### config.mk
export PLATFORM = sky130hd
export DESIGN_NAME = hid_report_descriptor_parser_unit
export DESIGN_NICKNAME = d
export VERILOG_FILES = /design/src/sv/hidrd_pkg.sv /design/src/sv/hidrd_item_decoder.sv /design/src/sv/hidrd_record_state.sv /design/src/sv/hid_report_descriptor_parser_unit.sv
export SDC_FILE = /design/constraint.sdc
export NUM_CORES = 1
export LEC_CHECK = 0
export BUFFER_PORTS_ARGS = -buffer_cell sky130_fd_sc_hd__buf_4
export CELL_PAD_IN_SITES_DETAIL_PLACEMENT = 0
export CELL_PAD_IN_SITES_GLOBAL_PLACEMENT = 2
export CORE_ASPECT_RATIO = 0.8
export CORE_MARGIN = 3
export CORE_UTILIZATION = 25
export DETAILED_ROUTE_END_ITERATION = 10
export GPL_TIMING_DRIVEN = 0
export PLACE_DENSITY_LB_ADDON = 0.1
export SLEW_MARGIN = 40
export SYNTH_ARGS = -nofsm -noshare
export SYNTH_HDL_FRONTEND = slang
export SYNTH_SLANG_ARGS = --single-unit
### constraint.sdc
create_clock -name clock -period 13.4 [get_ports clock]
set_input_delay 2.68 -clock clock [delete_from_list [all_inputs] [get_ports clock]]
set_output_delay 2.68 -clock clock [all_outputs]
set_load 0.01 [all_outputs]
### src/sv/hidrd_pkg.sv
`default_nettype none

package hidrd_pkg;

   // usage counter saturation
   localparam int MAX_USAGES = 16;
   localparam int USAGE_CAP_INT = (MAX_USAGES < 31) ? MAX_USAGES : 31;
   localparam logic [4:0] USAGE_CAP = 5'(USAGE_CAP_INT);

   // prefix byte that opens a long item
   localparam logic [7:0] LONG_PREFIX = 8'hFE;

   // item types
   localparam logic [1:0] KIND_MAIN   = 2'd0;
   localparam logic [1:0] KIND_GLOBAL = 2'd1;
   localparam logic [1:0] KIND_LOCAL  = 2'd2;

   // main item tags
   localparam logic [3:0] TAG_INPUT    = 4'h8;
   localparam logic [3:0] TAG_OUTPUT   = 4'h9;
   localparam logic [3:0] TAG_COLL     = 4'hA;
   localparam logic [3:0] TAG_FEATURE  = 4'hB;
   localparam logic [3:0] TAG_END_COLL = 4'hC;

   // global item tags
   localparam logic [3:0] TAG_USAGE_PAGE = 4'h0;
   localparam logic [3:0] TAG_LOGICAL_MIN = 4'h1;
   localparam logic [3:0] TAG_LOGICAL_MAX = 4'h2;
   localparam logic [3:0] TAG_REPORT_SIZE = 4'h7;
   localparam logic [3:0] TAG_REPORT_ID = 4'h8;
   localparam logic [3:0] TAG_REPORT_COUNT = 4'h9;

   // local item tags
   localparam logic [3:0] TAG_USAGE     = 4'h0;
   localparam logic [3:0] TAG_USAGE_MIN = 4'h1;
   localparam logic [3:0] TAG_USAGE_MAX = 4'h2;

   // report kinds
   localparam logic [1:0] RPT_INPUT   = 2'd0;
   localparam logic [1:0] RPT_OUTPUT  = 2'd1;
   localparam logic [1:0] RPT_FEATURE = 2'd2;

   // a complete short item, ready to act on
   typedef struct packed {
      logic        ready;
      logic [1:0]  kind;
      logic [3:0]  tag;
      logic [31:0] value;
   } item_type;

   // one report-format record
   typedef struct packed {
      logic [1:0]  report_type;
      logic [31:0] item_flags;
      logic [15:0] usage_page;
      logic [4:0]  usage_count;
      logic [31:0] usage_min;
      logic [31:0] usage_max;
      logic [31:0] logical_min;
      logic [31:0] logical_max;
      logic [15:0] report_size;
      logic [15:0] report_count;
      logic [7:0]  report_id;
      logic [7:0]  byte_offset;
   } result_type;

endpackage

`default_nettype wire

### src/sv/hidrd_item_decoder.sv
`default_nettype none

module hidrd_item_decoder (
   input  wire logic                clock,
   input  wire logic                reset,
   input  wire logic                enable,
   input  wire logic [7:0]          desc_byte,
   input  wire logic                last_byte,
   output hidrd_pkg::item_type      item
);
   import hidrd_pkg::*;

   logic [2:0]  size_ff, size_in;
   logic [1:0]  kind_ff, kind_in;
   logic [3:0]  tag_ff, tag_in;
   logic [2:0]  seen_ff, seen_in;
   logic [31:0] acc_ff, acc_in;

   logic [2:0]  prefix_size;
   logic [2:0]  seen_next;
   logic [31:0] acc_next;

   // size field: 3 means four bytes; the long-item prefix takes none
   always_comb begin
      if (desc_byte == LONG_PREFIX) begin
         prefix_size = 3'd0;
      end else if (desc_byte[1:0] == 2'd3) begin
         prefix_size = 3'd4;
      end else begin
         prefix_size = {1'b0, desc_byte[1:0]};
      end
   end

   // little-endian gather of data bytes
   assign seen_next = seen_ff + 3'd1;
   assign acc_next  = acc_ff | (32'(desc_byte) << {seen_ff[1:0], 3'b000});

   // item assembly and next state
   always_comb begin
      size_in = size_ff;
      kind_in = kind_ff;
      tag_in  = tag_ff;
      seen_in = seen_ff;
      acc_in  = acc_ff;
      if (size_ff == 3'd0) begin
         item.ready = (prefix_size == 3'd0) || last_byte;
         item.kind  = desc_byte[3:2];
         item.tag   = desc_byte[7:4];
         item.value = '0;
      end else begin
         item.ready = (seen_next >= size_ff) || last_byte;
         item.kind  = kind_ff;
         item.tag   = tag_ff;
         item.value = acc_next;
      end
      if (enable) begin
         if (item.ready) begin
            size_in = '0;
            kind_in = '0;
            tag_in  = '0;
            seen_in = '0;
            acc_in  = '0;
         end else if (size_ff == 3'd0) begin
            size_in = prefix_size;
            kind_in = desc_byte[3:2];
            tag_in  = desc_byte[7:4];
            seen_in = '0;
            acc_in  = '0;
         end else begin
            seen_in = seen_next;
            acc_in  = acc_next;
         end
      end
   end

   always_ff @(posedge clock) begin
      if (reset) begin
         size_ff <= '0;
         kind_ff <= '0;
         tag_ff  <= '0;
         seen_ff <= '0;
         acc_ff  <= '0;
      end else begin
         size_ff <= size_in;
         kind_ff <= kind_in;
         tag_ff  <= tag_in;
         seen_ff <= seen_in;
         acc_ff  <= acc_in;
      end
   end

endmodule

`default_nettype wire

### src/sv/hidrd_record_state.sv
`default_nettype none

module hidrd_record_state (
   input  wire logic                clock,
   input  wire logic                reset,
   input  wire logic                enable,
   input  wire logic                last_byte,
   input  wire hidrd_pkg::item_type item,
   output logic                     emit,
   output hidrd_pkg::result_type    result
);
   import hidrd_pkg::*;

   logic        in_coll_ff, in_coll_in;
   logic [15:0] global_page_ff, global_page_in;
   logic [15:0] page_ff, page_in;
   logic [31:0] umin_ff, umin_in;
   logic [31:0] umax_ff, umax_in;
   logic [31:0] lmin_ff, lmin_in;
   logic [31:0] lmax_ff, lmax_in;
   logic [15:0] rsize_ff, rsize_in;
   logic [15:0] rcount_ff, rcount_in;
   logic [7:0]  rid_ff, rid_in;
   logic [4:0]  ucount_ff, ucount_in;
   logic [10:0] in_off_ff, in_off_in;
   logic [10:0] oth_off_ff, oth_off_in;

   logic [15:0] page_eff;
   logic [10:0] grow;
   logic        is_input;
   logic [10:0] sel_off;

   // record page falls back to the global page when undefined
   assign page_eff = (page_ff == 16'd0) ? global_page_ff : page_ff;
   // only the low 11 bits of size times count reach the wrapped offset
   assign grow     = rsize_ff[10:0] * rcount_ff[10:0];
   assign is_input = (item.tag == TAG_INPUT);
   assign sel_off  = is_input ? in_off_ff : oth_off_ff;

   // record fields as seen by a main item
   always_comb begin
      if (is_input) begin
         result.report_type = RPT_INPUT;
      end else if (item.tag == TAG_OUTPUT) begin
         result.report_type = RPT_OUTPUT;
      end else begin
         result.report_type = RPT_FEATURE;
      end
      result.item_flags   = item.value;
      result.usage_page   = page_eff;
      result.usage_count  = ucount_ff;
      result.usage_min    = umin_ff;
      result.usage_max    = umax_ff;
      result.logical_min  = lmin_ff;
      result.logical_max  = lmax_ff;
      result.report_size  = rsize_ff;
      result.report_count = rcount_ff;
      result.report_id    = rid_ff;
      result.byte_offset  = sel_off[10:3];
   end

   // item handling
   always_comb begin
      in_coll_in     = in_coll_ff;
      global_page_in = global_page_ff;
      page_in        = page_ff;
      umin_in        = umin_ff;
      umax_in        = umax_ff;
      lmin_in        = lmin_ff;
      lmax_in        = lmax_ff;
      rsize_in       = rsize_ff;
      rcount_in      = rcount_ff;
      rid_in         = rid_ff;
      ucount_in      = ucount_ff;
      in_off_in      = in_off_ff;
      oth_off_in     = oth_off_ff;
      emit           = 1'b0;
      if (enable && item.ready) begin
         unique case (item.kind)
            KIND_MAIN: begin
               unique case (item.tag) inside
                  TAG_INPUT, TAG_OUTPUT, TAG_FEATURE: begin
                     emit    = 1'b1;
                     page_in = page_eff;
                     if (is_input) begin
                        in_off_in = in_off_ff + grow;
                     end else begin
                        oth_off_in = oth_off_ff + grow;
                     end
                  end
                  TAG_COLL: begin
                     in_coll_in = 1'b1;
                     page_in    = global_page_ff;
                     umin_in    = '0;
                     umax_in    = '0;
                     lmin_in    = '0;
                     lmax_in    = '0;
                     rsize_in   = '0;
                     rcount_in  = '0;
                     rid_in     = '0;
                     ucount_in  = 5'd1;
                  end
                  TAG_END_COLL: begin
                     in_coll_in = 1'b0;
                  end
                  default: begin
                  end
               endcase
            end
            KIND_GLOBAL: begin
               unique case (item.tag)
                  TAG_USAGE_PAGE: begin
                     if (in_coll_ff) begin
                        page_in = item.value[15:0];
                     end else begin
                        global_page_in = item.value[15:0];
                     end
                  end
                  TAG_LOGICAL_MIN:  lmin_in   = item.value;
                  TAG_LOGICAL_MAX:  lmax_in   = item.value;
                  TAG_REPORT_SIZE:  rsize_in  = item.value[15:0];
                  TAG_REPORT_ID:    rid_in    = item.value[7:0];
                  TAG_REPORT_COUNT: rcount_in = item.value[15:0];
                  default: begin
                  end
               endcase
            end
            KIND_LOCAL: begin
               unique case (item.tag)
                  TAG_USAGE: begin
                     if (in_coll_ff && (ucount_ff < USAGE_CAP)) begin
                        ucount_in = ucount_ff + 5'd1;
                     end
                  end
                  TAG_USAGE_MIN: umin_in = item.value;
                  TAG_USAGE_MAX: umax_in = item.value;
                  default: begin
                  end
               endcase
            end
            default: begin
            end
         endcase
      end
      // end of descriptor: everything back to its reset state
      if (enable && last_byte) begin
         in_coll_in     = 1'b0;
         global_page_in = '0;
         page_in        = '0;
         umin_in        = '0;
         umax_in        = '0;
         lmin_in        = '0;
         lmax_in        = '0;
         rsize_in       = '0;
         rcount_in      = '0;
         rid_in         = '0;
         ucount_in      = '0;
         in_off_in      = '0;
         oth_off_in     = '0;
      end
   end

   always_ff @(posedge clock) begin
      if (reset) begin
         in_coll_ff     <= 1'b0;
         global_page_ff <= '0;
         page_ff        <= '0;
         umin_ff        <= '0;
         umax_ff        <= '0;
         lmin_ff        <= '0;
         lmax_ff        <= '0;
         rsize_ff       <= '0;
         rcount_ff      <= '0;
         rid_ff         <= '0;
         ucount_ff      <= '0;
         in_off_ff      <= '0;
         oth_off_ff     <= '0;
      end else begin
         in_coll_ff     <= in_coll_in;
         global_page_ff <= global_page_in;
         page_ff        <= page_in;
         umin_ff        <= umin_in;
         umax_ff        <= umax_in;
         lmin_ff        <= lmin_in;
         lmax_ff        <= lmax_in;
         rsize_ff       <= rsize_in;
         rcount_ff      <= rcount_in;
         rid_ff         <= rid_in;
         ucount_ff      <= ucount_in;
         in_off_ff      <= in_off_in;
         oth_off_ff     <= oth_off_in;
      end
   end

endmodule

`default_nettype wire

### src/sv/hid_report_descriptor_parser_unit.sv
// Path: an accepted byte is held in the input register and decoded from there; a record
// that it completes is written to the result register, which drives rsp.
// Throughput: one byte per cycle; req_stall rises only while a byte is staged and the
// output register holds a record that rsp_stall is holding back.
// Reset: synchronous, active high; clears both valid flags and all parser state.
// A byte flagged last_byte also returns the parser to its reset state after use.
`default_nettype none

module hid_report_descriptor_parser_unit (
   input  wire logic        clock,
   input  wire logic        reset,
   input  wire logic        req_valid,
   output logic             req_stall,
   input  wire logic [7:0]  req_desc_byte,
   input  wire logic        req_last_byte,
   output logic             rsp_valid,
   input  wire logic        rsp_stall,
   output logic [1:0]       rsp_report_type,
   output logic [31:0]      rsp_item_flags,
   output logic [15:0]      rsp_usage_page,
   output logic [4:0]       rsp_usage_count,
   output logic [31:0]      rsp_usage_min,
   output logic [31:0]      rsp_usage_max,
   output logic [31:0]      rsp_logical_min,
   output logic [31:0]      rsp_logical_max,
   output logic [15:0]      rsp_report_size,
   output logic [15:0]      rsp_report_count,
   output logic [7:0]       rsp_report_id,
   output logic [7:0]       rsp_byte_offset
);
   import hidrd_pkg::*;

   logic       stage_valid_ff, stage_valid_in;
   logic [7:0] byte_ff, byte_in;
   logic       last_ff, last_in;
   logic       rsp_valid_ff, rsp_valid_in;
   result_type rsp_ff, rsp_in;

   logic       advance;
   logic       accept;
   logic       emit;
   item_type   item;
   result_type result;

   // the staged item moves on whenever the output slot is free or being emptied
   assign advance   = stage_valid_ff && (!rsp_valid_ff || !rsp_stall);
   assign req_stall = stage_valid_ff && !advance;
   assign accept    = req_valid && !req_stall;

   // input register
   always_comb begin
      byte_in = byte_ff;
      last_in = last_ff;
      if (accept) begin
         stage_valid_in = 1'b1;
         byte_in        = req_desc_byte;
         last_in        = req_last_byte;
      end else if (advance) begin
         stage_valid_in = 1'b0;
      end else begin
         stage_valid_in = stage_valid_ff;
      end
   end

   hidrd_item_decoder u_decoder (
      .clock     (clock),
      .reset     (reset),
      .enable    (advance),
      .desc_byte (byte_ff),
      .last_byte (last_ff),
      .item      (item)
   );

   hidrd_record_state u_record (
      .clock     (clock),
      .reset     (reset),
      .enable    (advance),
      .last_byte (last_ff),
      .item      (item),
      .emit      (emit),
      .result    (result)
   );

   // result register
   always_comb begin
      rsp_in = rsp_ff;
      if (advance && emit) begin
         rsp_valid_in = 1'b1;
         rsp_in       = result;
      end else if (rsp_valid_ff && !rsp_stall) begin
         rsp_valid_in = 1'b0;
      end else begin
         rsp_valid_in = rsp_valid_ff;
      end
   end

   always_ff @(posedge clock) begin
      if (reset) begin
         stage_valid_ff <= 1'b0;
         rsp_valid_ff   <= 1'b0;
      end else begin
         stage_valid_ff <= stage_valid_in;
         rsp_valid_ff   <= rsp_valid_in;
      end
   end

   always_ff @(posedge clock) begin
      byte_ff <= byte_in;
      last_ff <= last_in;
      rsp_ff  <= rsp_in;
   end

   assign rsp_valid        = rsp_valid_ff;
   assign rsp_report_type  = rsp_ff.report_type;
   assign rsp_item_flags   = rsp_ff.item_flags;
   assign rsp_usage_page   = rsp_ff.usage_page;
   assign rsp_usage_count  = rsp_ff.usage_count;
   assign rsp_usage_min    = rsp_ff.usage_min;
   assign rsp_usage_max    = rsp_ff.usage_max;
   assign rsp_logical_min  = rsp_ff.logical_min;
   assign rsp_logical_max  = rsp_ff.logical_max;
   assign rsp_report_size  = rsp_ff.report_size;
   assign rsp_report_count = rsp_ff.report_count;
   assign rsp_report_id    = rsp_ff.report_id;
   assign rsp_byte_offset  = rsp_ff.byte_offset;

endmodule

`default_nettype wire

==> results.json <==
{
  "cp_common_cell": "fa_1",
  "grt_pass1_vias": 14597,
  "p_leak_uw": 0.0106,
  "place.port_buffers": 244,
  "drtAntennaViolNets": 0,
  "p_comb_share_pct": 3.8,
  "cts_tree": "done",
  "slew_headroom_pct": 38.5,
  "slew_viol_final": 0,
  "dr.pass1.iters": 5,
  "vdd_drop_max_mv": 0.0980,
  "io_pins": 246,
  "hold_class": "reg2reg",
  "synth_commonest_cells": "274 x dfxtp_1, 273 x nor2_1, 240 x edfxtp_1",
  "required_ns": 13.93,
  "avgSynthCellArea_um2": 11.5,
  "met1Wirelength_um": 34700,
  "cts_buffer_depth": 3,
  "yosysTopAreaCell": "edfxtp_1",
  "grt_overflow": 0,
  "holdBufCountCts": 0,
  "switching_share_pct": 22.7,
  "synthTopCellsByArea": "edfxtp_1 35%, dfxtp_1 26%, nor2_1 4.9%",
  "synth_flop_cell": "dfxtp_1",
  "post_cts_resized": 0,
  "finalCritPeriodShare_pct": 45.0,
  "critPathArrivalTime_ns": 6.56,
  "netlist_area_um2": 20700,
  "synth-edff-count": 240,
  "grtUsageTotal_pct": 15.7,
  "via_per_inst": 4.43,
  "cts_setup_buffers": 0,
  "synth_nets": 1900,
  "rows": 93,
  "clk_pin_slew_ns": 0.06,
  "antenna_found_initial": 3,
  "pwr-share-seq_pct": 47.1,
  "clock_skew_ns": 0.0321,
  "core_area_um2": 81300,
  "wl_met3_um": 3260,
  "worst_setup_path_start_kind": "flop",
  "gp_congestion": 0.759,
  "layout-drive-gt1-share_pct": 22.2,
  "pre_cts_slack_ns": 7.37,
  "ys_ff_latch": 514,
  "seq_area_frac_synth_pct": 61.3,
  "max_freq_ghz": 0.166,
  "crit_slowest_cell": "fa_1",
  "synth_cell_types": 61,
  "dp_hpwl_um": 50900,
  "yosys.area.top_type_share_pct": 34.8,
  "synth_most_common_cell": "dfxtp_1",
  "grt_start_max_net_pins": 16,
  "finalWorstSetupSlack_ns": 7.37,
  "dieArea_um2": 86400,
  "vias": 14625,
  "p_int_uw": 2710,
  "synth_warnings": 0,
  "route.met2.wl_um": 30000,
  "clkLatencyLatePin_ns": 0.63,
  "die_h_um": 263,
  "p_switching_uw": 794,
  "period_needed_ns": 6.03,
  "rsz0062_at_grt": "no",
  "final_hold_viol_count": 0,
  "drtIter0Drc": 1026,
  "final_util_pct": 32.6,
  "synth_cells": 1801,
  "cts.sinks": 514,
  "crit_path_max_incr_delay_ns": 0.52,
  "start_util_pct": 25.5,
  "async_reset_ff_share_pct": 0,
  "path_class": "reg2reg",
  "pwr-share-clk_pct": 49.2,
  "post-route-drc-count": 0,
  "area_growth_pct": 28.0,
  "die_w_um": 328,
  "routedWlPerCell_um": 20.9,
  "highest_layer": "met4",
  "root_buffer": "clkbuf_16",
  "status": "complete, no violations",
  "p_per_area_nw_per_um2": 132,
  "cap_violations": 0,
  "path_max_fanout": 10,
  "htree_levels": 2,
  "tightest_slew_ns": 0.919,
  "nets": 2254,
  "setup_violations": 0,
  "grt_pass1_wl_um": 101000,
  "wirelength_um": 69100,
  "cts_made_buffers": 57,
  "worstSetupEndpointType": "flop",
  "worstPathCellList": "clkbuf_1 -> and2_1 -> fa_1 -> ha_1 -> fa_1 -> inv_1 -> fa_1 -> fa_1 -> inv_1 -> ha_1 -> xnor2_1 -> ha_1 -> a21o_1 -> a21oi_1 -> o21ai_0 -> a21o_1 -> a21oi_1 -> xor2_1 -> or3_1 -> a21oi_1"
}
## cell usage in the layout, fill, tap and decap left out, types with 25 or more instances in the layout
cell type  synthesis  routed
xnor2_1           28      28
a22oi_1          111     111
and2_1            32      32
fa_1              32      32
o21ai_0           25      25
buf_4              3     254
a21oi_1          127     126
inv_1             63      63
nand3_1           28      28
mux2i_1           81      81
a21o_1            32      32
dfxtp_1          274     274
clkbuf_16          0      58
nand2_1          152     152
nor2_1           273     261
buf_2             22      49
edfxtp_1         240     240
ha_1              54      54
clkbuf_1          78      81
## stage by stage
step	instances	TNS (ns)	power (µW)	instance area [µm²]	hold slack [ns]
after CTS	3296	0	3560	26500	0.426
after global placement	3137	-18.06	1810	23900	0.413
after global routing	3296	0	3640	26500	0.432
final	3298	0	3500	26500	0.426
after floorplan	1801	0	1750	20700	0.403
after detailed placement	3188	0	1820	24400	0.412
## cell type report
cell class	count	area (µm²)
diodes	2	5.00
plain buffers	109	470
clock buffers	67	1510
clock inverters	41	561
fillers	8258	54800
inverters	63	236
multi-input cells	1115	7470
flip-flops and latches	514	12700
well taps	1092	1370
repair buffers	295	2210
## worst max-delay path: cells and delay by family (launching register included)
| kind | cells | cell delay (ns) |
|---|---|---|
| AO/OA/AOI/OAI | 6 | 1.09 |
| XOR/XNOR | 2 | 0.54 |
| adder cells (fa/ha/maj) | 7 | 2.81 |
| buffers and inverters | 3 | 0.56 |
| flip-flops | 1 | 0.41 |
| AND/OR/NAND/NOR | 2 | 0.53 |
## metal layers
layer,global-route usage (%),up-vias
met5,0,-
met4,3.36,0
met3,3.02,67
met2,23.6,337
met1,23.1,7153
li1,-,7068
## registers in the layout (all words and copies together) (netlist names), 32 cells and up
| name | cells |
|---|---|
| rsp_usage_max | 32 |
| u_decoder.acc_ff | 32 |
| rsp_logical_max | 32 |
| u_record.lmax_ff | 32 |
| u_record.lmin_ff | 32 |
| u_record.umin_ff | 32 |
| rsp_usage_min | 32 |
| rsp_logical_min | 32 |
| u_record.umax_ff | 32 |
| rsp_item_flags | 32 |
## power by group through the flow
stage               registers (µW)  logic, µW  clock network [µW]
floorplan                     1680       70.3                   0
global placement              1680        127                   0
detailed placement            1680        133                   0
CTS                           1650        134                1780
global route                  1650        142                1850
finish                        1650        132                1720
## worst paths after layout
| check | from | end | slack (ns) | cells past startpoint |
|---|---|---|---|---|
| max | u_record.rsize_ff[1] | u_record.oth_off_ff[10] | 7.37 | 20 |
| min reg2reg | u_record.lmax_ff[30] | rsp_logical_max[30] | 0.43 | 0 |
| min | u_record.lmax_ff[30] | rsp_logical_max[30] | 0.43 | 0 |
| max reg2reg | u_record.rsize_ff[1] | u_record.oth_off_ff[10] | 7.37 | 20 |
## logic make-up after synthesis
kind of cell | synth area share, %
AOI/OAI and AO/OA | 10.5
xor gates and xnor gates | 1.95
adders and majority gates | 6.35
buffers and inverters | 3.39
DFF | 61.3
muxes | 4.80
and+or+nand+nor | 11.8
No activity file was read; power rests on OpenSTA's default activity.
